`config.mk`:
```
export PLATFORM = sky130hd
export DESIGN_NAME = dhr_div
export DESIGN_NICKNAME = d
export VERILOG_FILES = /design/src/sv/assert_macros.svh /design/src/sv/dhr_pkg.sv /design/src/sv/dhr_div.sv
export SDC_FILE = /design/constraint.sdc
export NUM_CORES = 2
export LEC_CHECK = 0
export BUFFER_PORTS_ARGS = -buffer_cell sky130_fd_sc_hd__buf_2
export CAP_MARGIN = 20
export CORE_AREA = 4 4 555 557
export CTS_CLUSTER_SIZE = 28
export DETAILED_ROUTE_END_ITERATION = 8
export DIE_AREA = 0 0 559 561
export PLACE_DENSITY = 0.61
export SLEW_MARGIN = 20
export SYNTH_ARGS = -nofsm -noshare
export SYNTH_HDL_FRONTEND = slang
export SYNTH_SLANG_ARGS = --single-unit
```
`constraint.sdc`:
```
create_clock -name clk -period 5.16 [get_ports clk]
set_input_delay 1.032 -clock clk [delete_from_list [all_inputs] [get_ports clk]]
set_output_delay 1.032 -clock clk [all_outputs]
set_load 0.05 [all_outputs]
```
`src/sv/assert_macros.svh`:
```
// Assertion macros shared by the hit reconstruction RTL.
// Expects a clock named clk and an active-low reset named arst_n in scope.
`ifndef ASSERT_MACROS_SVH
`define ASSERT_MACROS_SVH

// Clocked check, off while reset is asserted
`define DHR_ASSERT(label, prop, msg) \
	label: assert property (@(posedge clk) disable iff (!arst_n) prop) else $error(msg);

// Clocked check that also holds during reset
`define DHR_ASSERT_ALWAYS(label, prop, msg) \
	label: assert property (@(posedge clk) prop) else $error(msg);

`endif

```
`src/sv/dhr_pkg.sv`:
```
// Shared widths, register codes, exponential table and side-band type
// for the two-ended hit reconstruction pipeline. No dependencies.
package dhr_pkg;

	// Field widths
	localparam int T_W    = 20;
	localparam int E_W    = 18;
	localparam int H_W    = 13;
	localparam int ATT_W  = 16;
	localparam int CFG_W  = 16;
	localparam int DIST_W = H_W + 1;
	localparam int Z_W    = H_W + 1;
	localparam int ZL_W   = 16;
	localparam int ZT_W   = 17;
	localparam int CT_W   = 21;
	localparam int EC_W   = 24;
	localparam int SIG_W  = 16;
	localparam int IN_DATA_W  = 80;
	localparam int OUT_DATA_W = 96;

	// Configuration register indexes
	localparam int CFG_IDX_W = 3;
	localparam logic [CFG_IDX_W-1:0] CFG_HALF_FIBER   = 3'd0;
	localparam logic [CFG_IDX_W-1:0] CFG_HALF_SPEED   = 3'd1;
	localparam logic [CFG_IDX_W-1:0] CFG_TRANSIT      = 3'd2;
	localparam logic [CFG_IDX_W-1:0] CFG_INV_ATTEN    = 3'd3;
	localparam logic [CFG_IDX_W-1:0] CFG_TARGET_OFS   = 3'd4;
	localparam logic [CFG_IDX_W-1:0] CFG_RES_COEFF    = 3'd5;
	localparam logic [CFG_IDX_W-1:0] CFG_RES_FALLBACK = 3'd6;

	// Register reset values
	localparam logic [H_W-1:0]   RST_HALF_FIBER   = 13'd3120;
	localparam logic [H_W-1:0]   RST_HALF_SPEED   = 13'd2144;
	localparam logic [CFG_W-1:0] RST_TRANSIT      = 16'd372;
	localparam logic [CFG_W-1:0] RST_INV_ATTEN    = 16'd126;
	localparam logic [CFG_W-1:0] RST_TARGET_OFS   = 16'd2352;
	localparam logic [CFG_W-1:0] RST_RES_COEFF    = 16'd282;
	localparam logic [CFG_W-1:0] RST_RES_FALLBACK = 16'd480;

	// Attenuation argument: distance times reciprocal length, 20 fraction bits
	localparam int A_W    = DIST_W + ATT_W;
	localparam int FRAC_W = 20;
	localparam int N_W    = A_W - FRAC_W;

	// Exponential table, Q18 entries
	localparam int EXP_TABLE_DEPTH = 256;
	localparam int EXP_IDX_W = $clog2(EXP_TABLE_DEPTH);
	localparam int KS_W = FRAC_W + $clog2(EXP_TABLE_DEPTH + 1);
	localparam int EXP_W = 20;
	typedef logic [EXP_W-1:0] exp_tab_t [EXP_TABLE_DEPTH];

	// Shift-and-subtract quotient, used only while building the table and E_ONE
	function automatic logic [63:0] udiv64(input logic [63:0] a, input logic [63:0] b);
		logic [63:0] q;
		logic [64:0] r;
		q = '0;
		r = '0;
		for (int i = 63; i >= 0; i--) begin
			r = {r[63:0], a[i]};
			if (r >= {1'b0, b}) begin
				r = r - {1'b0, b};
				q[i] = 1'b1;
			end
		end
		return q;
	endfunction

	// Taylor series of exp(num / depth) in Q32, rounded to Q18
	function automatic logic [63:0] exp_series_q18(input logic [63:0] num);
		logic [63:0] term;
		logic [63:0] sum;
		term = 64'd1 << 32;
		sum = term;
		for (int j = 1; j < 64; j++) begin
			if (term != 64'd0) begin
				term = udiv64(term * num, 64'(EXP_TABLE_DEPTH) * 64'(j));
				sum = sum + term;
			end
		end
		return (sum + (64'd1 << 13)) >> 14;
	endfunction

	function automatic exp_tab_t build_exp_tab();
		exp_tab_t tab;
		for (int k = 0; k < EXP_TABLE_DEPTH; k++) begin
			tab[k] = EXP_W'(exp_series_q18(64'(k)));
		end
		return tab;
	endfunction

	localparam exp_tab_t EXP_TAB = build_exp_tab();
	localparam logic [EXP_W-1:0] E_ONE = EXP_W'(exp_series_q18(64'(EXP_TABLE_DEPTH)));

	// Gain: Q18, held at 2^43. Eighteen multiplies by e reach the cap from 1.0.
	localparam int GAIN_W = 44;
	localparam logic [GAIN_W-1:0] GAIN_CAP = {1'b1, {(GAIN_W-1){1'b0}}};
	localparam int GAIN_STEPS = 18;
	localparam int GAIN_LAT = GAIN_STEPS + 2;
	localparam int GAIN_SPLIT = GAIN_W / 2;

	// Resolution: 16 * coeff^2 / energy, then integer square root
	localparam int NUM_W = 2 * CFG_W + 4;
	localparam int DIV_LAT = NUM_W;
	localparam int ROOT_W = NUM_W / 2;
	localparam int SQRT_LAT = ROOT_W;

	// Pipeline bookkeeping
	localparam int ENERGY_LAT = 3;
	localparam int SIDE_LAT = GAIN_LAT + ENERGY_LAT + DIV_LAT + SQRT_LAT;
	localparam int EC_LAT = DIV_LAT + SQRT_LAT;
	localparam int PIPE_LAT = 3 + SIDE_LAT + 1;

	// Fields that ride alongside the long arithmetic
	typedef struct packed {
		logic signed [ZL_W-1:0] z_local;
		logic signed [ZT_W-1:0] z_target;
		logic signed [CT_W-1:0] cell_time;
		logic                   clamped;
		logic                   dual;
	} side_t;

endpackage

```
`src/sv/dhr_div.sv`:
```
// Pipelined restoring divider, one quotient bit per stage.
// Depends on dhr_pkg. Dividend is held static by the caller; divisor travels.
module dhr_div (
	input  logic                        clk,
	input  logic                        en,
	input  logic [dhr_pkg::NUM_W-1:0]   num,
	input  logic [dhr_pkg::EC_W-1:0]    den,
	output logic [dhr_pkg::NUM_W-1:0]   quo
);

	localparam int N = dhr_pkg::NUM_W;
	localparam int D = dhr_pkg::EC_W;

	logic [D-1:0]   rem_sx [N];
	logic [N-1:0]   quo_sx [N];
	logic [D-1:0]   den_sx [N];
	logic [D-1:0]   rin    [N];
	logic [N-1:0]   qin    [N];
	logic [D-1:0]   din    [N];
	logic [D:0]     trial  [N];
	logic [D-1:0]   rem_nx [N];
	logic [N-1:0]   quo_nx [N];

	// Shift in the next dividend bit, subtract when it fits
	always_comb begin
		rin[0] = '0;
		qin[0] = '0;
		din[0] = den;
		for (int j = 1; j < N; j++) begin
			rin[j] = rem_sx[j-1];
			qin[j] = quo_sx[j-1];
			din[j] = den_sx[j-1];
		end
		for (int j = 0; j < N; j++) begin
			trial[j] = {rin[j], num[N-1-j]};
			if (trial[j] >= {1'b0, din[j]}) begin
				rem_nx[j] = D'(trial[j] - {1'b0, din[j]});
				quo_nx[j] = {qin[j][N-2:0], 1'b1};
			end else begin
				rem_nx[j] = trial[j][D-1:0];
				quo_nx[j] = {qin[j][N-2:0], 1'b0};
			end
		end
	end

	always_ff @(posedge clk) begin
		if (en) begin
			for (int j = 0; j < N; j++) begin
				rem_sx[j] <= rem_nx[j];
				quo_sx[j] <= quo_nx[j];
				den_sx[j] <= din[j];
			end
		end
	end

	assign quo = quo_sx[N-1];

endmodule

```
==> impl_results.rst <==
.. list-table::
   :header-rows: 1

   * - Metric
     - Value
   * - Number of library cell types mapped by synthesis
     - 86
   * - FF+latch count, synth
     - 2346
   * - Status
     - finished clean
   * - Clk network pwr share
     - 22.2%
   * - Count of final max-slew check failures
     - 0
   * - Synth Net Count
     - 10900
   * - Most frequent cell on the critical path
     - sky130_fd_sc_hd__o31a_1
   * - Number of cell rows
     - 202
   * - Largest net degree at the start of global routing
     - 184
   * - Number of endpoints failing setup at the final stage
     - 0
   * - Number of antenna violations at the first check in global routing
     - 7
   * - GRT Resource Usage Total
     - 16.35%
   * - Net switching power of the design
     - 30.75 mW
   * - Critical path arrival
     - 4.86 ns
   * - Wirelength per Cell
     - 18.40 µm
   * - Logic gate share of total power
     - 41.9%
   * - Cell internal pwr
     - 55.29 mW
   * - Sw frac
     - 35.74%
   * - Post-Route WL
     - 265700 µm
   * - Detailed-route vias per instance
     - 5.288
   * - Number of endpoints with negative hold slack in the final report
     - 0
   * - CP max FO
     - 13
   * - Number of buffer and inverter stages on the critical path
     - 2
   * - Core Area
     - 302500 µm²
   * - Cell class contributing the biggest share of worst-path delay
     - compound AO/OA/AOI/OAI gates
   * - Cell type contributing the most total cell area after synthesis
     - sky130_fd_sc_hd__edfxtp_1
   * - Wire length of the first global-routing pass
     - 417800 µm
   * - Share of the synthesized area in the top cell type
     - 58.22%
   * - Synth cell count leaders
     - 2346 x sky130_fd_sc_hd__edfxtp_1, 1063 x sky130_fd_sc_hd__inv_1, 842 x sky130_fd_sc_hd__ha_1, 780 x sky130_fd_sc_hd__a21oi_1, 630 x sky130_fd_sc_hd__nand2_1
   * - Type of the worst setup path
     - reg -> reg
   * - Worst stage delay on the critical path
     - 0.52 ns
   * - Nets@finish
     - 11180
   * - Placer Congestion
     - 0.9129
   * - Count leader, synth
     - sky130_fd_sc_hd__edfxtp_1
   * - Post-route DRC violation count
     - 0
   * - Async set-or-reset flop fraction in the synthesized netlist
     - 0%
   * - Total of hold buffers inserted after clock tree synthesis
     - 0
   * - Total of max-cap violations
     - 0
   * - Grt total ovfl
     - 0
   * - Input/output buffers
     - 97
   * - Number of global-route vias before repair
     - 75730
   * - Later-pin clock latency in the skew report
     - 0.89 ns
   * - Finished Core Util
     - 44.89%
   * - Maximum root-to-sink buffer count
     - 4
   * - Clock Skews
     - 0.04990 ns
   * - TritonCTS buffer count
     - 273
   * - Slew @ Worst Pin
     - 1.101 ns
   * - Sequential group share of total power
     - 35.9%
   * - Area growth from synthesis to final layout
     - 12.23%
   * - Post-CTS clock slew at the launch and capture registers of the worst setup and hold paths
     - 0.06 ns
   * - Timing-limited maximum frequency
     - 235.7 MHz
   * - Leakage component of the power
     - 54.01 nW
   * - Gates resized, CTS repair
     - 0
   * - Setup tns final
     - 0 ns
   * - Remaining antenna violation count after routing
     - 0
   * - Sinks on the clock net
     - 2346
   * - Worst max-slew margin expressed relative to the limit
     - 26.58%
   * - Largest cells by area after synthesis
     - sky130_fd_sc_hd__edfxtp_1 58%, sky130_fd_sc_hd__ha_1 8.7%, sky130_fd_sc_hd__inv_1 3.3%
   * - Netlist area before placement
     - 121000 µm²
   * - Slowest-stage cell, CP
     - sky130_fd_sc_hd__edfxtp_1
   * - Starting DRT DRC Count
     - 5716
   * - CTS H-tree depth
     - 5
   * - Share of post-route cells with drive strength above 1
     - 9.451%
   * - Routed via count
     - 76340
   * - Number of synthesis warnings
     - 0
   * - Worst-path cell chain
     - inv_1 > ha_1 > nor2b_1 > o31a_1 > o41ai_1 > o31ai_1 > a311oi_1 > nor3_1 > o31a_1 > o21ai_0 > and2_1 > buf_4 > mux2_2
   * - Post-Layout Cell Count
     - 14440
   * - Total power divided by cell area
     - 633.6 nW/µm²
   * - Final cycle utilization of the critical path
     - 82.21%
   * - Initial Utilization
     - 39.99%
   * - Count of placed standard cells including taps
     - 13950
   * - Total Die Area
     - 313600 µm²
   * - Kind of capture point of the worst setup path
     - register
   * - Setup fix buffers added after clock tree synthesis
     - 0
   * - Share of the yosys chip area belonging to registers
     - 58.22%
   * - RSZ-0062 raised after global routing
     - no
   * - Root buffer cell
     - sky130_fd_sc_hd__clkbuf_16
   * - Class of the tightest hold or removal check
     - in -> reg
   * - Prevailing post-synth register cell
     - sky130_fd_sc_hd__edfxtp_1
   * - I/O pin count
     - 98
   * - Number of enable flip-flop cells after synthesis
     - 2346
   * - CP Data Required Time
     - 5.78 ns
   * - Minimum clock period
     - 4.242 ns
   * - Die Height
     - 561 µm
   * - Initial DRT Pass Iterations
     - 5
   * - VDD IR max
     - 0.3094 mV
   * - Critical path launch point type
     - register
   * - Synthesized area per cell
     - 12.15 µm²
   * - HPWL after detailed placement
     - 193600 µm
   * - Clock tree from TritonCTS
     - yes
   * - Cells after synthesis
     - 9957
   * - Die width
     - 559 µm
-- per-layer routing --
metal | routed length (µm) | global-route usage, % | vias up
met5 | 0 | 0 | -
met4 | 7605 | 4.759 | 0
met3 | 10950 | 2.223 | 466
met2 | 130900 | 28.76 | 1628
met1 | 116200 | 20.99 | 36970
li1 | - | - | 37270
-- cells by family after synthesis --
group / count (synthesis) / share of synthesized area, %
flops: 2346 / 58.22
fa+ha+maj: 876 / 9.270
compound gates: 2444 / 12.58
mux: 374 / 3.447
xor+xnor: 656 / 4.749
buf+inv: 1240 / 3.874
simple gates: 2021 / 7.856
-- power by group through the flow --
| stage | Sequential, mW | Clock [mW] | Combinational, mW |
|---|---|---|---|
| after global routing | 31.3 | 20.6 | 40.2 |
| after floorplan | 29.6 | 0 | 27.9 |
| final | 30.9 | 19.1 | 36.1 |
| after CTS | 31.0 | 19.8 | 35.8 |
| after global placement | 31.4 | 0 | 34.7 |
| after detailed placement | 31.3 | 0 | 35.5 |
-- final timing paths --
path	slack [ns]	depth (start not counted)	startpoint	endpoint
max	0.92	13	den_sx[10][1]	rem_sx[11][8]
min	0.34	1	den[8]	den_sx[0][8]
max reg2reg	0.92	13	den_sx[10][1]	rem_sx[11][8]
min reg2reg	0.40	0	quo_sx[5][3]	quo_sx[5][40]
-- worst register-to-register path, cell delays in order (launching register included) --
cell and delay, ns:
sky130_fd_sc_hd__edfxtp_1 0.52, sky130_fd_sc_hd__inv_1 0.09, sky130_fd_sc_hd__ha_1 0.32, sky130_fd_sc_hd__nor2b_1 0.15, sky130_fd_sc_hd__o31a_1 0.28, sky130_fd_sc_hd__o41ai_1 0.51
sky130_fd_sc_hd__o31ai_1 0.25, sky130_fd_sc_hd__a311oi_1 0.51, sky130_fd_sc_hd__nor3_1 0.09, sky130_fd_sc_hd__o31a_1 0.30, sky130_fd_sc_hd__o21ai_0 0.20, sky130_fd_sc_hd__and2_1 0.19
sky130_fd_sc_hd__buf_4 0.23, sky130_fd_sc_hd__mux2_2 0.37
-- layout by cell type (no fill, tap or decap), types with 60 or more instances in the layout --
cell and count:
sky130_fd_sc_hd__a21o_1 325, sky130_fd_sc_hd__nand4_1 104, sky130_fd_sc_hd__o21ai_0 614, sky130_fd_sc_hd__o21bai_1 70, sky130_fd_sc_hd__mux2_2 341, sky130_fd_sc_hd__clkinv_1 60
sky130_fd_sc_hd__xor2_1 255, sky130_fd_sc_hd__nand2b_1 120, sky130_fd_sc_hd__o21a_1 112, sky130_fd_sc_hd__nor2b_1 121, sky130_fd_sc_hd__a21oi_1 780, sky130_fd_sc_hd__nor2_1 549
sky130_fd_sc_hd__xnor2_1 401, sky130_fd_sc_hd__ha_1 842, sky130_fd_sc_hd__clkbuf_16 282, sky130_fd_sc_hd__a31oi_1 71, sky130_fd_sc_hd__buf_2 96, sky130_fd_sc_hd__nand3_1 149
sky130_fd_sc_hd__and3_1 64, sky130_fd_sc_hd__edfxtp_1 2346, sky130_fd_sc_hd__nor3_1 112, sky130_fd_sc_hd__inv_1 1063, sky130_fd_sc_hd__buf_4 71, sky130_fd_sc_hd__nand2_1 630
-- metrics by stage --
stage,hold WS [ns],setup slack (ns),area (µm²),total power [mW]
floorplan,0.4003,1.014,121000,57.49
global route,0.2650,0.6655,135800,92.04
CTS,0.2348,0.9564,135700,86.60
finish,0.3350,0.9181,135800,86.04
detailed placement,0.4045,0.4783,126900,66.81
global placement,0.4003,0.5179,126900,66.08
-- cell type report --
cell class	instances	area (µm²)
Fill cell	27250	166700
Tap cell	3978	4977
Clock inverter	160	1613
Timing Repair Buffer	188	1449
Multi-Input combinational cell	6371	46080
Sequential cell	2346	70450
Antenna cell	4	10.01
Clock buffer	325	7218
Inverter	1064	3994
-- sequential cells by signal (all words and copies together) (netlist names) --
name / count
den_sx: 840
quo_sx: 666
rem_sx: 840
Power figures use the tool's default switching activity.
