===== src/sv/assert_macros.svh =====
// Assertion macros shared by the hit reconstruction RTL.
// Expects a clock named clk and an active-low reset named arst_n in scope.
`ifndef ASSERT_MACROS_SVH
`define ASSERT_MACROS_SVH

// Clocked check, off while reset is asserted
`define DHR_ASSERT(label, prop, msg) \
	label: assert property (@(posedge clk) disable iff (!arst_n) prop) else $error(msg);

// Clocked check that also holds during reset
`define DHR_ASSERT_ALWAYS(label, prop, msg) \
	label: assert property (@(posedge clk) prop) else $error(msg);

`endif


===== src/sv/dhr_pkg.sv =====
// Shared widths, register codes, exponential table and side-band type
// for the two-ended hit reconstruction pipeline. No dependencies.
package dhr_pkg;

	// Field widths
	localparam int T_W    = 20;
	localparam int E_W    = 18;
	localparam int H_W    = 13;
	localparam int ATT_W  = 16;
	localparam int CFG_W  = 16;
	localparam int DIST_W = H_W + 1;
	localparam int Z_W    = H_W + 1;
	localparam int ZL_W   = 16;
	localparam int ZT_W   = 17;
	localparam int CT_W   = 21;
	localparam int EC_W   = 24;
	localparam int SIG_W  = 16;
	localparam int IN_DATA_W  = 80;
	localparam int OUT_DATA_W = 96;

	// Configuration register indexes
	localparam int CFG_IDX_W = 3;
	localparam logic [CFG_IDX_W-1:0] CFG_HALF_FIBER   = 3'd0;
	localparam logic [CFG_IDX_W-1:0] CFG_HALF_SPEED   = 3'd1;
	localparam logic [CFG_IDX_W-1:0] CFG_TRANSIT      = 3'd2;
	localparam logic [CFG_IDX_W-1:0] CFG_INV_ATTEN    = 3'd3;
	localparam logic [CFG_IDX_W-1:0] CFG_TARGET_OFS   = 3'd4;
	localparam logic [CFG_IDX_W-1:0] CFG_RES_COEFF    = 3'd5;
	localparam logic [CFG_IDX_W-1:0] CFG_RES_FALLBACK = 3'd6;

	// Register reset values
	localparam logic [H_W-1:0]   RST_HALF_FIBER   = 13'd3120;
	localparam logic [H_W-1:0]   RST_HALF_SPEED   = 13'd2144;
	localparam logic [CFG_W-1:0] RST_TRANSIT      = 16'd372;
	localparam logic [CFG_W-1:0] RST_INV_ATTEN    = 16'd126;
	localparam logic [CFG_W-1:0] RST_TARGET_OFS   = 16'd2352;
	localparam logic [CFG_W-1:0] RST_RES_COEFF    = 16'd282;
	localparam logic [CFG_W-1:0] RST_RES_FALLBACK = 16'd480;

	// Attenuation argument: distance times reciprocal length, 20 fraction bits
	localparam int A_W    = DIST_W + ATT_W;
	localparam int FRAC_W = 20;
	localparam int N_W    = A_W - FRAC_W;

	// Exponential table, Q18 entries
	localparam int EXP_TABLE_DEPTH = 256;
	localparam int EXP_IDX_W = $clog2(EXP_TABLE_DEPTH);
	localparam int KS_W = FRAC_W + $clog2(EXP_TABLE_DEPTH + 1);
	localparam int EXP_W = 20;
	typedef logic [EXP_W-1:0] exp_tab_t [EXP_TABLE_DEPTH];

	// Shift-and-subtract quotient, used only while building the table and E_ONE
	function automatic logic [63:0] udiv64(input logic [63:0] a, input logic [63:0] b);
		logic [63:0] q;
		logic [64:0] r;
		q = '0;
		r = '0;
		for (int i = 63; i >= 0; i--) begin
			r = {r[63:0], a[i]};
			if (r >= {1'b0, b}) begin
				r = r - {1'b0, b};
				q[i] = 1'b1;
			end
		end
		return q;
	endfunction

	// Taylor series of exp(num / depth) in Q32, rounded to Q18
	function automatic logic [63:0] exp_series_q18(input logic [63:0] num);
		logic [63:0] term;
		logic [63:0] sum;
		term = 64'd1 << 32;
		sum = term;
		for (int j = 1; j < 64; j++) begin
			if (term != 64'd0) begin
				term = udiv64(term * num, 64'(EXP_TABLE_DEPTH) * 64'(j));
				sum = sum + term;
			end
		end
		return (sum + (64'd1 << 13)) >> 14;
	endfunction

	function automatic exp_tab_t build_exp_tab();
		exp_tab_t tab;
		for (int k = 0; k < EXP_TABLE_DEPTH; k++) begin
			tab[k] = EXP_W'(exp_series_q18(64'(k)));
		end
		return tab;
	endfunction

	localparam exp_tab_t EXP_TAB = build_exp_tab();
	localparam logic [EXP_W-1:0] E_ONE = EXP_W'(exp_series_q18(64'(EXP_TABLE_DEPTH)));

	// Gain: Q18, held at 2^43. Eighteen multiplies by e reach the cap from 1.0.
	localparam int GAIN_W = 44;
	localparam logic [GAIN_W-1:0] GAIN_CAP = {1'b1, {(GAIN_W-1){1'b0}}};
	localparam int GAIN_STEPS = 18;
	localparam int GAIN_LAT = GAIN_STEPS + 2;
	localparam int GAIN_SPLIT = GAIN_W / 2;

	// Resolution: 16 * coeff^2 / energy, then integer square root
	localparam int NUM_W = 2 * CFG_W + 4;
	localparam int DIV_LAT = NUM_W;
	localparam int ROOT_W = NUM_W / 2;
	localparam int SQRT_LAT = ROOT_W;

	// Pipeline bookkeeping
	localparam int ENERGY_LAT = 3;
	localparam int SIDE_LAT = GAIN_LAT + ENERGY_LAT + DIV_LAT + SQRT_LAT;
	localparam int EC_LAT = DIV_LAT + SQRT_LAT;
	localparam int PIPE_LAT = 3 + SIDE_LAT + 1;

	// Fields that ride alongside the long arithmetic
	typedef struct packed {
		logic signed [ZL_W-1:0] z_local;
		logic signed [ZT_W-1:0] z_target;
		logic signed [CT_W-1:0] cell_time;
		logic                   clamped;
		logic                   dual;
	} side_t;

endpackage


===== src/sv/dhr_sqrt.sv =====
// Pipelined integer square root, one root bit per stage.
// Depends on dhr_pkg.
module dhr_sqrt (
	input  logic                         clk,
	input  logic                         en,
	input  logic [dhr_pkg::NUM_W-1:0]    rad,
	output logic [dhr_pkg::ROOT_W-1:0]   root
);

	localparam int N  = dhr_pkg::NUM_W;
	localparam int R  = dhr_pkg::ROOT_W;
	localparam int RW = R + 2;

	logic [RW-1:0]  rem_sx  [R];
	logic [R-1:0]   root_sx [R];
	logic [N-1:0]   rad_sx  [R];
	logic [RW-1:0]  rin     [R];
	logic [R-1:0]   tin     [R];
	logic [N-1:0]   vin     [R];
	logic [RW+1:0]  cur     [R];
	logic [RW+1:0]  trial   [R];
	logic [RW-1:0]  rem_nx  [R];
	logic [R-1:0]   root_nx [R];

	// Bring down two radicand bits, try root*4+1
	always_comb begin
		rin[0] = '0;
		tin[0] = '0;
		vin[0] = rad;
		for (int j = 1; j < R; j++) begin
			rin[j] = rem_sx[j-1];
			tin[j] = root_sx[j-1];
			vin[j] = rad_sx[j-1];
		end
		for (int j = 0; j < R; j++) begin
			cur[j] = {rin[j], vin[j][N-1-2*j -: 2]};
			trial[j] = (RW+2)'({tin[j], 2'b01});
			if (cur[j] >= trial[j]) begin
				rem_nx[j] = RW'(cur[j] - trial[j]);
				root_nx[j] = {tin[j][R-2:0], 1'b1};
			end else begin
				rem_nx[j] = cur[j][RW-1:0];
				root_nx[j] = {tin[j][R-2:0], 1'b0};
			end
		end
	end

	always_ff @(posedge clk) begin
		if (en) begin
			for (int j = 0; j < R; j++) begin
				rem_sx[j] <= rem_nx[j];
				root_sx[j] <= root_nx[j];
				rad_sx[j] <= vin[j];
			end
		end
	end

	assign root = root_sx[R-1];

endmodule


===== config.mk =====
export PLATFORM = sky130hd
export DESIGN_NAME = dhr_sqrt
export DESIGN_NICKNAME = d
export VERILOG_FILES = /design/src/sv/assert_macros.svh /design/src/sv/dhr_pkg.sv /design/src/sv/dhr_sqrt.sv
export SDC_FILE = /design/constraint.sdc
export NUM_CORES = 1
export LEC_CHECK = 0
export BUFFER_PORTS_ARGS = -buffer_cell sky130_fd_sc_hd__buf_2
export CAP_MARGIN = 20
export CORE_AREA = 3 3 387 389
export CTS_BUF_LIST = sky130_fd_sc_hd__clkbuf_4 sky130_fd_sc_hd__clkbuf_8 sky130_fd_sc_hd__clkbuf_16
export DETAILED_ROUTE_END_ITERATION = 7
export DIE_AREA = 0 0 390 392
export PLACE_DENSITY = 0.39
export SLEW_MARGIN = 10
export SYNTH_ARGS = -nofsm -noshare
export SYNTH_HDL_FRONTEND = slang
export SYNTH_SLANG_ARGS = --single-unit

===== constraint.sdc =====
create_clock -name clk -period 3.3 [get_ports clk]
set_input_delay 0.33 -clock clk [delete_from_list [all_inputs] [get_ports clk]]
set_output_delay 0.33 -clock clk [all_outputs]
set_load 0.01 [all_outputs]

==> results of run 1 <==
critical path, stage by stage (launching register included):
cell	delay [ns]
edfxtp_1	0.39
ha_1	0.36
o21a_1	0.14
nor3_1	0.21
o31ai_1	0.18
nand4_1	0.16
nor2b_1	0.32
o31ai_1	0.15
a2111oi_0	0.51
mux2_2	0.39
synthesized netlist by cell type, types with 3 or more instances:
cell type / number
a2111oi_0: 7
a211o_1: 5
a211oi_1: 12
a21o_1: 43
a21oi_1: 186
a221o_1: 4
a22oi_1: 4
a311oi_1: 3
a31oi_1: 17
and2_1: 8
and3_1: 20
buf_1: 3
clkbuf_1: 40
edfxtp_1: 794
ha_1: 190
inv_1: 232
mux2_2: 36
mux2i_1: 6
nand2_1: 154
nand2b_1: 35
nand3_1: 42
nand3b_1: 9
nand4_1: 31
nand4b_1: 4
nor2_1: 212
nor2b_1: 39
nor3_1: 68
nor3b_1: 4
nor4_1: 31
o2111ai_1: 7
o211ai_1: 6
o21a_1: 38
o21ai_0: 123
o21bai_1: 10
o22a_1: 3
o2bb2ai_1: 3
o31ai_1: 19
o41ai_1: 5
or2_2: 5
or3_1: 27
or4_1: 12
or4_4: 3
xnor2_1: 121
xor2_1: 113
metal layers:
layer	global-route usage [%]	vias up	wire length, um
met5	0	-	0
met2	17.4	266	37700
met1	12.5	9926	34400
met4	3.62	0	2010
li1	-	10600	-
met3	1.95	131	2620
sequential cells by signal, summed over array words and instances, names as in the netlist:
name     count
rem_sx     317
rad_sx     306
root_sx    171
metrics by stage:
| stage | worst slack (ns) | area [um^2] |
|---|---|---|
| 2_1_floorplan | 0.290 | 36500 |
| 3_3_place_gp | 0.278 | 39500 |
| 3_5_place_dp | 0.250 | 39500 |
| 4_1_cts | 0.187 | 43100 |
| 5_1_grt | 0.00329 | 43100 |
| 6_report | 0.227 | 43100 |
repair_timing:
item	in CTS	in global routing
hold endpoints to repair	37	0
hold buffers	37	0
endpoints found under the setup margin	0	1
gates resized for setup	0	1
path summary, 6_finish.rpt:
| check | slack [ns] | depth (start not counted) | to |
|---|---|---|---|
| min | 0.11 | 1 | rad_sx[0][8] |
| max | 0.23 | 9 | rem_sx[16][19] |
| max reg2reg | 0.23 | 9 | rem_sx[16][19] |
| min reg2reg | 0.36 | 0 | rad_sx[4][2] |
area by class of cell:
type / instances / area share, %
clock inverter: 59 / 1.53
multi-input combinational: 1701 / 27.0
inverter: 233 / 2.04
tap: 1930 / 5.61
clock buffer: 117 / 5.94
timing repair buffer: 141 / 2.58
sequential: 794 / 55.3
power by group:
| group | internal (mW) | switching [mW] |
|---|---|---|
| sequential | 12.5 | 0.655 |
| clock | 6.27 | 4.31 |
| combinational | 1.70 | 2.25 |
kinds of logic (layout without fill, tap and decap cells):
logic type | after synthesis | count (layout)
AO/OA/AOI/OAI | 514 | 514
XOR/XNOR | 234 | 234
adder cells (fa/ha/maj) | 190 | 190
buffers and inverters | 276 | 550
flip-flops | 794 | 794
multiplexers | 42 | 42
other | 1 | 1
AND/OR/NAND/NOR | 720 | 720
==> flow_summary.ini, run 1 <==
[yosys]
synthCells = 2771
synth.net_count = 2999
area_share_of_and_or_nand_nor_cells_after_synthesis_pct = 9.80
postSynthRegisterBits = 794
dominantRegCellSynth = edfxtp_1
proportion_of_synthesized_area_in_mux_cells_pct = 1.28
synth_edf_count = 794
post_synth_top_area_cell = edfxtp_1
syn-mean-instance-area_um2 = 13.2
synth_compound_gate_area_share_pct = 8.61
synth.lib_cells_used.distinct = 70
async_reset_ff_share_pct = 0
yosys_warnings = 0
synth_top_family_by_area = simple AND/OR/NAND/NOR gates
yosys.area.top_type_share_pct = 65.3
yosys.area_share.xor_xnor_pct = 5.62
synth_fa_ha_area_share_pct = 6.51
netlist_top_cells_area = edfxtp_1, ha_1, xnor2_1, xor2_1, a21oi_1
post_synth_instance_area_mm2 = 0.0365
synth.yosys.seq_area_share_pct = 65.3

[timing]
final-max-slew-violation-count = 0
skew_final_ns = 0.0522
fmax_ghz = 0.325
worst_pin_slew_ns = 0.667
final.period_utilization_pct = 93.1
setup_violations = 0
holdWs_ns = 0.109
fin_tns_setup_ns = 0
final.min_clock_period_ns = 3.07
grt_setup_unrepaired = false
max-slew-margin-rel_pct = 54.4
timing_hold_violations_final = 0

[cells_and_area]
fin_nets = 3195
syn_to_final_growth_pct = 18.0
seq_area_mm2 = 0.0238
fillers = 15000
drive_above_1_share_pct = 10.4
finish.cell_count_without_fillers = 4975
top_library_cells_by_usage_in_the_layout_fill_and_taps_aside = edfxtp_1, inv_1, nor2_1, ha_1, a21oi_1
num_antenna_cells = 0
layout.core_utilization_pct = 29.3
layout_commonest_cell = edfxtp_1
footprint_of_the_multi_input_gates_mm2 = 0.0116

[routing]
initialDrtViolationCount = 983
wl_um = 76800
wl_per_cell_um = 15.4
routed_via_density = 4.21
remaining_antenna_violation_count = 0
drc = 0
drt_first_pass_iters = 6
vias = 21000

[global_routing]
first_global_vias = 21200
globalRoute.totalOverflow = 0
globalRouteTotalUtil_pct = 10.1
antenna_found_initial = 0
grt_max_degree = 103
grt_first_pass_wirelength_um = 121000

[floorplan]
die_x_um = 390
design.portCount = 56
initial_utilization_pct = 24.8
row_count = 141
die_h_um = 392
die_area_mm2 = 0.153
core_area_mm2 = 0.147

[clock_network]
cts_tree = built
cts-root-buf = clkbuf_16
cts_post_setup_buffers_inserted = 0
clk_pin_slew_ns = 0.06
cts_max_level = 3
clock_path_buffers = 3
clock-sinks = 794
numCtsBuffers = 96
clkLatencyLatePin_ns = 0.71

[power]
power.static_leakage_nw = 16.3
power-per-cell-area_mw_per_mm2 = 643
worst_ir_drop_vdd_mv = 0.434
fin_total_pwr_mw = 27.7

[worst_setup_path]
critical_path.endpoint_type = register
rr_startpoint = rem_sx[15][0]
crit_arrival_ns = 3.53
timing_worst_setup_path_type = reg2reg
worstSetupStartpointType = register
worstSetupStartpoint = rem_sx[15][0]
crit_path_max_fanout = 4
timing.critical_path.required_ns = 3.75

[flow_run]
max-cap-violations = 0

[worst_hold_path]
hold_class = in2reg
min_from = en

[place]
gpl.final_weighted_congestion = 0.760
numPortBuffers = 55
post-dp-hpwl_um = 54900
placed_cells_incl_taps = 4762

[status]
outcome = completed
Power figures use the tool's default switching activity.
==> inputs of run 2 (changes only) <==
Settings changed: PLACE_DENSITY 0.39 to not set, SKIP_LAST_GASP set to 1.
==> run 2 against run 1 <==
Effect of this change: cell count fell by 0.52%; first-iteration DRC count rose by 1.5%; critical path depth rose by 2; register-to-register slack got worse by 0.03 ns; global-route usage fell by 1.9 points; utilization fell by 0.29 points.
==> flow_summary.ini, run 2 (synthesis results as in run 1) <==
[routing]
routed_via_density = 4.24
wl_um = 62500
drc = 0
wl_per_cell_um = 12.6
drt_first_pass_iters = 5
initialDrtViolationCount = 998
remaining_antenna_violation_count = 0
vias = 21000

[clock_network]
numCtsBuffers = 87
clock_path_buffers = 3
cts_tree = built
clock-sinks = 794
clk_pin_slew_ns = 0.06
cts-root-buf = clkbuf_16
cts_max_level = 3
cts_post_setup_buffers_inserted = 0
clkLatencyLatePin_ns = 0.67

[floorplan]
die_area_mm2 = 0.153
die_h_um = 392
design.portCount = 56
core_area_mm2 = 0.147
initial_utilization_pct = 24.8
row_count = 141
die_x_um = 390

[worst_setup_path]
critical_path.endpoint_type = register
worstReg2RegEnd = rem_sx[15][6]
crit_path_max_fanout = 20
timing.critical_path.required_ns = 3.71
rr_worst_depth = 11
timing_worst_setup_path_type = reg2reg
rr_startpoint = rem_sx[14][5]
worstSetupStartpointType = register
crit_arrival_ns = 3.51
ff2ff_setup_slack_ns = 0.20

[timing]
timing_hold_violations_final = 0
final-max-slew-violation-count = 0
final.period_utilization_pct = 94.1
timing.final.ws_setup_ns = 0.196
setup_violations = 0
worst_pin_slew_ns = 0.752
max-slew-margin-rel_pct = 49.9
skew_final_ns = 0.0329
fin_tns_setup_ns = 0
grt_setup_unrepaired = true
fmax_ghz = 0.322
final.min_clock_period_ns = 3.10

[cells_and_area]
top_library_cells_by_usage_in_the_layout_fill_and_taps_aside = edfxtp_1, inv_1, nor2_1, ha_1, a21oi_1
layout.core_utilization_pct = 29.0
num_antenna_cells = 0
largest_reg_flops = 317
top_register = rem_sx
drive_above_1_share_pct = 9.54
fillers = 14900
biggestRegsByFlops = rem_sx (317), rad_sx (306), root_sx (171)
layout_commonest_cell = edfxtp_1
finish.cell_count_without_fillers = 4949
syn_to_final_growth_pct = 16.9
fin_nets = 3183

[worst_hold_path]
hold_class = in2reg
timing.hold.worst_endpoint = rad_sx[1][16]
min_from = en
holdPathStages = 1

[global_routing]
grt_max_degree = 95
antenna_found_initial = 0
globalRouteTotalUtil_pct = 8.17
globalRoute.totalOverflow = 0
first_global_vias = 21300
grt_first_pass_wirelength_um = 103000

[place]
place_ws_ns = 0.129
gpl.final_weighted_congestion = 0.882
placed_cells_incl_taps = 4759
post-dp-hpwl_um = 43900
numPortBuffers = 55

[power]
power-per-cell-area_mw_per_mm2 = 615
power.static_leakage_nw = 16.1
worst_ir_drop_vdd_mv = 0.403

[status]
outcome = completed

[flow_run]
max-cap-violations = 0
==> run 2: worst max path at each step <==
| stage | startpoint | end | slack, ns | cells past startpoint |
|---|---|---|---|---|
| detailed placement | rem_sx[14][7] | rem_sx[15][4] | 0.13 | 9 |
| CTS | rem_sx[14][6] | rem_sx[15][4] | 0.13 | 9 |
| global route | rem_sx[15][0] | rem_sx[16][19] | -0.03 | 9 |
| global placement | rem_sx[14][8] | rem_sx[15][4] | 0.13 | 9 |
| finish | rem_sx[14][5] | rem_sx[15][6] | 0.20 | 11 |
| floorplan | rem_sx[13][1] | rem_sx[14][4] | 0.29 | 10 |
==> run 2: final cells by class <==
class / instances / area [um^2] / area share, %
flip-flops and latches: 794 / 23800 / 55.9
clock buffers: 100 / 2270 / 5.33
repair buffers: 138 / 1130 / 2.64
well taps: 1930 / 2410 / 5.66
multi-input cells: 1701 / 11600 / 27.2
clock inverters: 53 / 489 / 1.15
inverters: 233 / 881 / 2.07
==> run 2: power breakdown <==
group | switching [mW] | internal (mW) | total, mW
registers | 0.599 | 12.5 | 13.1
logic | 2.10 | 1.70 | 3.80
clock network | 3.88 | 5.50 | 9.38
total | 6.57 | 19.7 | 26.3
==> run 2: metrics by stage <==
stage / cell area [um^2] / power, mW / hold WS, ns
after global routing: 42600 / 27.7 / 0.148
after global placement: 39500 / 17.0 / 0.401
final: 42600 / 26.3 / 0.150
after CTS: 42600 / 26.7 / 0.144
after floorplan: 36500 / 15.9 / 0.400
after detailed placement: 39500 / 17.0 / 0.405
==> run 2: repair_timing <==
action / CTS / global route
hold buffers: 37 / 0
resized for setup: 0 / 3
endpoints found under the setup margin: 0 / 5
endpoints found under the hold margin: 37 / 0
==> run 2: critical path: stages, from the launching register on <==
cell and delay, ns:
edfxtp_1 0.41, ha_1 0.39, and2_1 0.22, nor2b_1 0.15
and3_1 0.24, nand4_1 0.20, nand2_1 0.11, nor2_1 0.27
clkinvlp_4 0.42, buf_4 0.29, nor2_1 0.09, a21oi_1 0.05
==> run 2: per-layer routing <==
metal	vias up	share of wire [%]	track usage, %
li1	10600	-	-
met1	9868	39	8.53
met2	348	53	15.3
met3	170	3.3	1.68
met4	0	4.5	4.40
met5	-	0	0
==> inputs of run 3 (changes only) <==
Clock period 3.3 ns to 3.1 ns, I/O delays scaled along.
==> run 3 against run 2 <==
Effect of this change: die area is the same; via count is the same; wire length shrank 0.55%; sequential power grew 6%; critical path type unchanged; flip-flop and latch count is the same; global-route usage shrank 0.16 points; count of clock-buffer cells in the layout grew 3; clock skew grew 0.014 ns; worst setup slack lost 0.033 ns.
==> flow_summary.ini, run 3 (synthesis results as in run 1) <==
[status]
outcome = completed

[routing]
drc = 0
wl_um = 62200
routed_via_density = 4.22
vias = 21000
drt_first_pass_iters = 5
initialDrtViolationCount = 986
remaining_antenna_violation_count = 0
wl_per_cell_um = 12.5

[timing]
skew_final_ns = 0.0473
final-max-slew-violation-count = 0
setup_violations = 0
worst_pin_slew_ns = 0.786
final.min_clock_period_ns = 2.94
max-slew-margin-rel_pct = 47.6
fin_tns_setup_ns = 0
fmax_ghz = 0.340
grt_setup_unrepaired = true
final.period_utilization_pct = 94.8
timing_hold_violations_final = 0

[cells_and_area]
finish.cell_count_without_fillers = 4971
layout.core_utilization_pct = 29.3
syn_to_final_growth_pct = 17.9
fillers = 14800
biggestRegsByFlops = rem_sx (317), rad_sx (306), root_sx (171)
num_antenna_cells = 0
top_register = rem_sx
drive_above_1_share_pct = 10.3
postLayoutCellArea_mm2 = 0.0430
fin_nets = 3198
largest_reg_flops = 317
layout_commonest_cell = edfxtp_1
top_library_cells_by_usage_in_the_layout_fill_and_taps_aside = edfxtp_1, inv_1, nor2_1, ha_1, a21oi_1

[worst_setup_path]
timing_worst_setup_path_type = reg2reg
timing.critical_path.required_ns = 3.54
critical_path.endpoint_type = register
crit_path_max_fanout = 6
crit_arrival_ns = 3.38
worstSetupStartpointType = register

[global_routing]
use_met3_pct = 1.76
globalRouteTotalUtil_pct = 8.01
antenna_found_initial = 0
globalRoute.totalOverflow = 0
grt.met2_usage_pct = 15.1
grt_max_degree = 73
first_global_vias = 21200
grt-busiest-layer = met2
grt_first_pass_wirelength_um = 101000
groute.layer.met1.usage_pct = 8.38

[clock_network]
clk_pin_slew_ns = 0.06
cts_max_level = 3
numCtsBuffers = 87
clock_path_buffers = 3
clkLatencyLatePin_ns = 0.69
clock-sinks = 794
cts-root-buf = clkbuf_16
cts_tree = built
cts_post_setup_buffers_inserted = 0

[floorplan]
die_x_um = 390
design.portCount = 56
initial_utilization_pct = 24.8
die_h_um = 392
row_count = 141
die_area_mm2 = 0.153
core_area_mm2 = 0.147

[power]
worst_ir_drop_vdd_mv = 0.452
fin_total_pwr_mw = 28.6
power.static_leakage_nw = 16.2
power-per-cell-area_mw_per_mm2 = 664

[place]
post-dp-hpwl_um = 43700
gpl.final_weighted_congestion = 0.885
numPortBuffers = 55
placed_cells_incl_taps = 4774
placed_area_mm2 = 0.0397

[flow_run]
max-cap-violations = 0

[worst_hold_path]
hold_class = in2reg
## run 3: changes by cell type in the layout (fill, tap and decap cells not counted), moves of 2 or more
cell       change
clkinv_1       -3
a2111oi_1      +3
clkinv_16      +4
buf_12         +3
buf_4         +12
inv_16         -2
bufinv_16      +4
a2111oi_0      -3
clkbuf_4       +2
## run 3: timing repair
item / in CTS / in global routing
endpoints found under the setup margin: 0 / 15
resized for setup: 0 / 7
hold buffers: 37 / 0
hold endpoints to repair: 37 / 0
## run 3: path summary, 6_finish.rpt
| path | start | to | slack (ns) | cells past startpoint |
|---|---|---|---|---|
| max reg2reg | rem_sx[2][4] | rem_sx[3][15] | 0.16 | 9 |
| min reg2reg | rad_sx[0][6] | rad_sx[1][6] | 0.37 | 0 |
| max | rem_sx[2][4] | rem_sx[3][15] | 0.16 | 9 |
| min | en | rad_sx[0][16] | 0.15 | 1 |
## run 3: area by class of cell
class,instances,area (um^2),area share (%)
Clock buffer,103,2310,5.38
Clock inverter,57,691,1.60
Inverter,233,877,2.04
Multi-Input combinational cell,1701,11600,27.0
Sequential cell,794,23800,55.4
Tap cell,1930,2410,5.61
Timing Repair Buffer,153,1280,2.96
## run 3: worst max-delay path: stages, from the launching register on
cell	delay [ns]
edfxtp_1	0.44
or4_4	0.56
or4_4	0.45
or4_4	0.52
nor3_4	0.18
inv_4	0.08
nand3b_4	0.11
or3_4	0.16
nor3_2	0.04
xor2_1	0.14
## run 3: per-stage QoR
step | setup slack (ns) | hold slack [ns]
after CTS | 0.111 | 0.134
after floorplan | 0.0899 | 0.400
after detailed placement | 0.130 | 0.405
after global routing | -0.0666 | 0.145
final | 0.162 | 0.150
after global placement | 0.134 | 0.400
## run 3: metal layers
metal | up-vias | wire [um]
met3 | 164 | 2300
li1 | 10600 | -
met4 | 0 | 2360
met1 | 9865 | 24700
met5 | - | 0
met2 | 325 | 32800
## run 3: where the power goes
| group | internal, mW | switching (mW) |
|---|---|---|
| logic | 1.83 | 2.22 |
| registers | 13.3 | 0.644 |
| clock network | 6.32 | 4.28 |
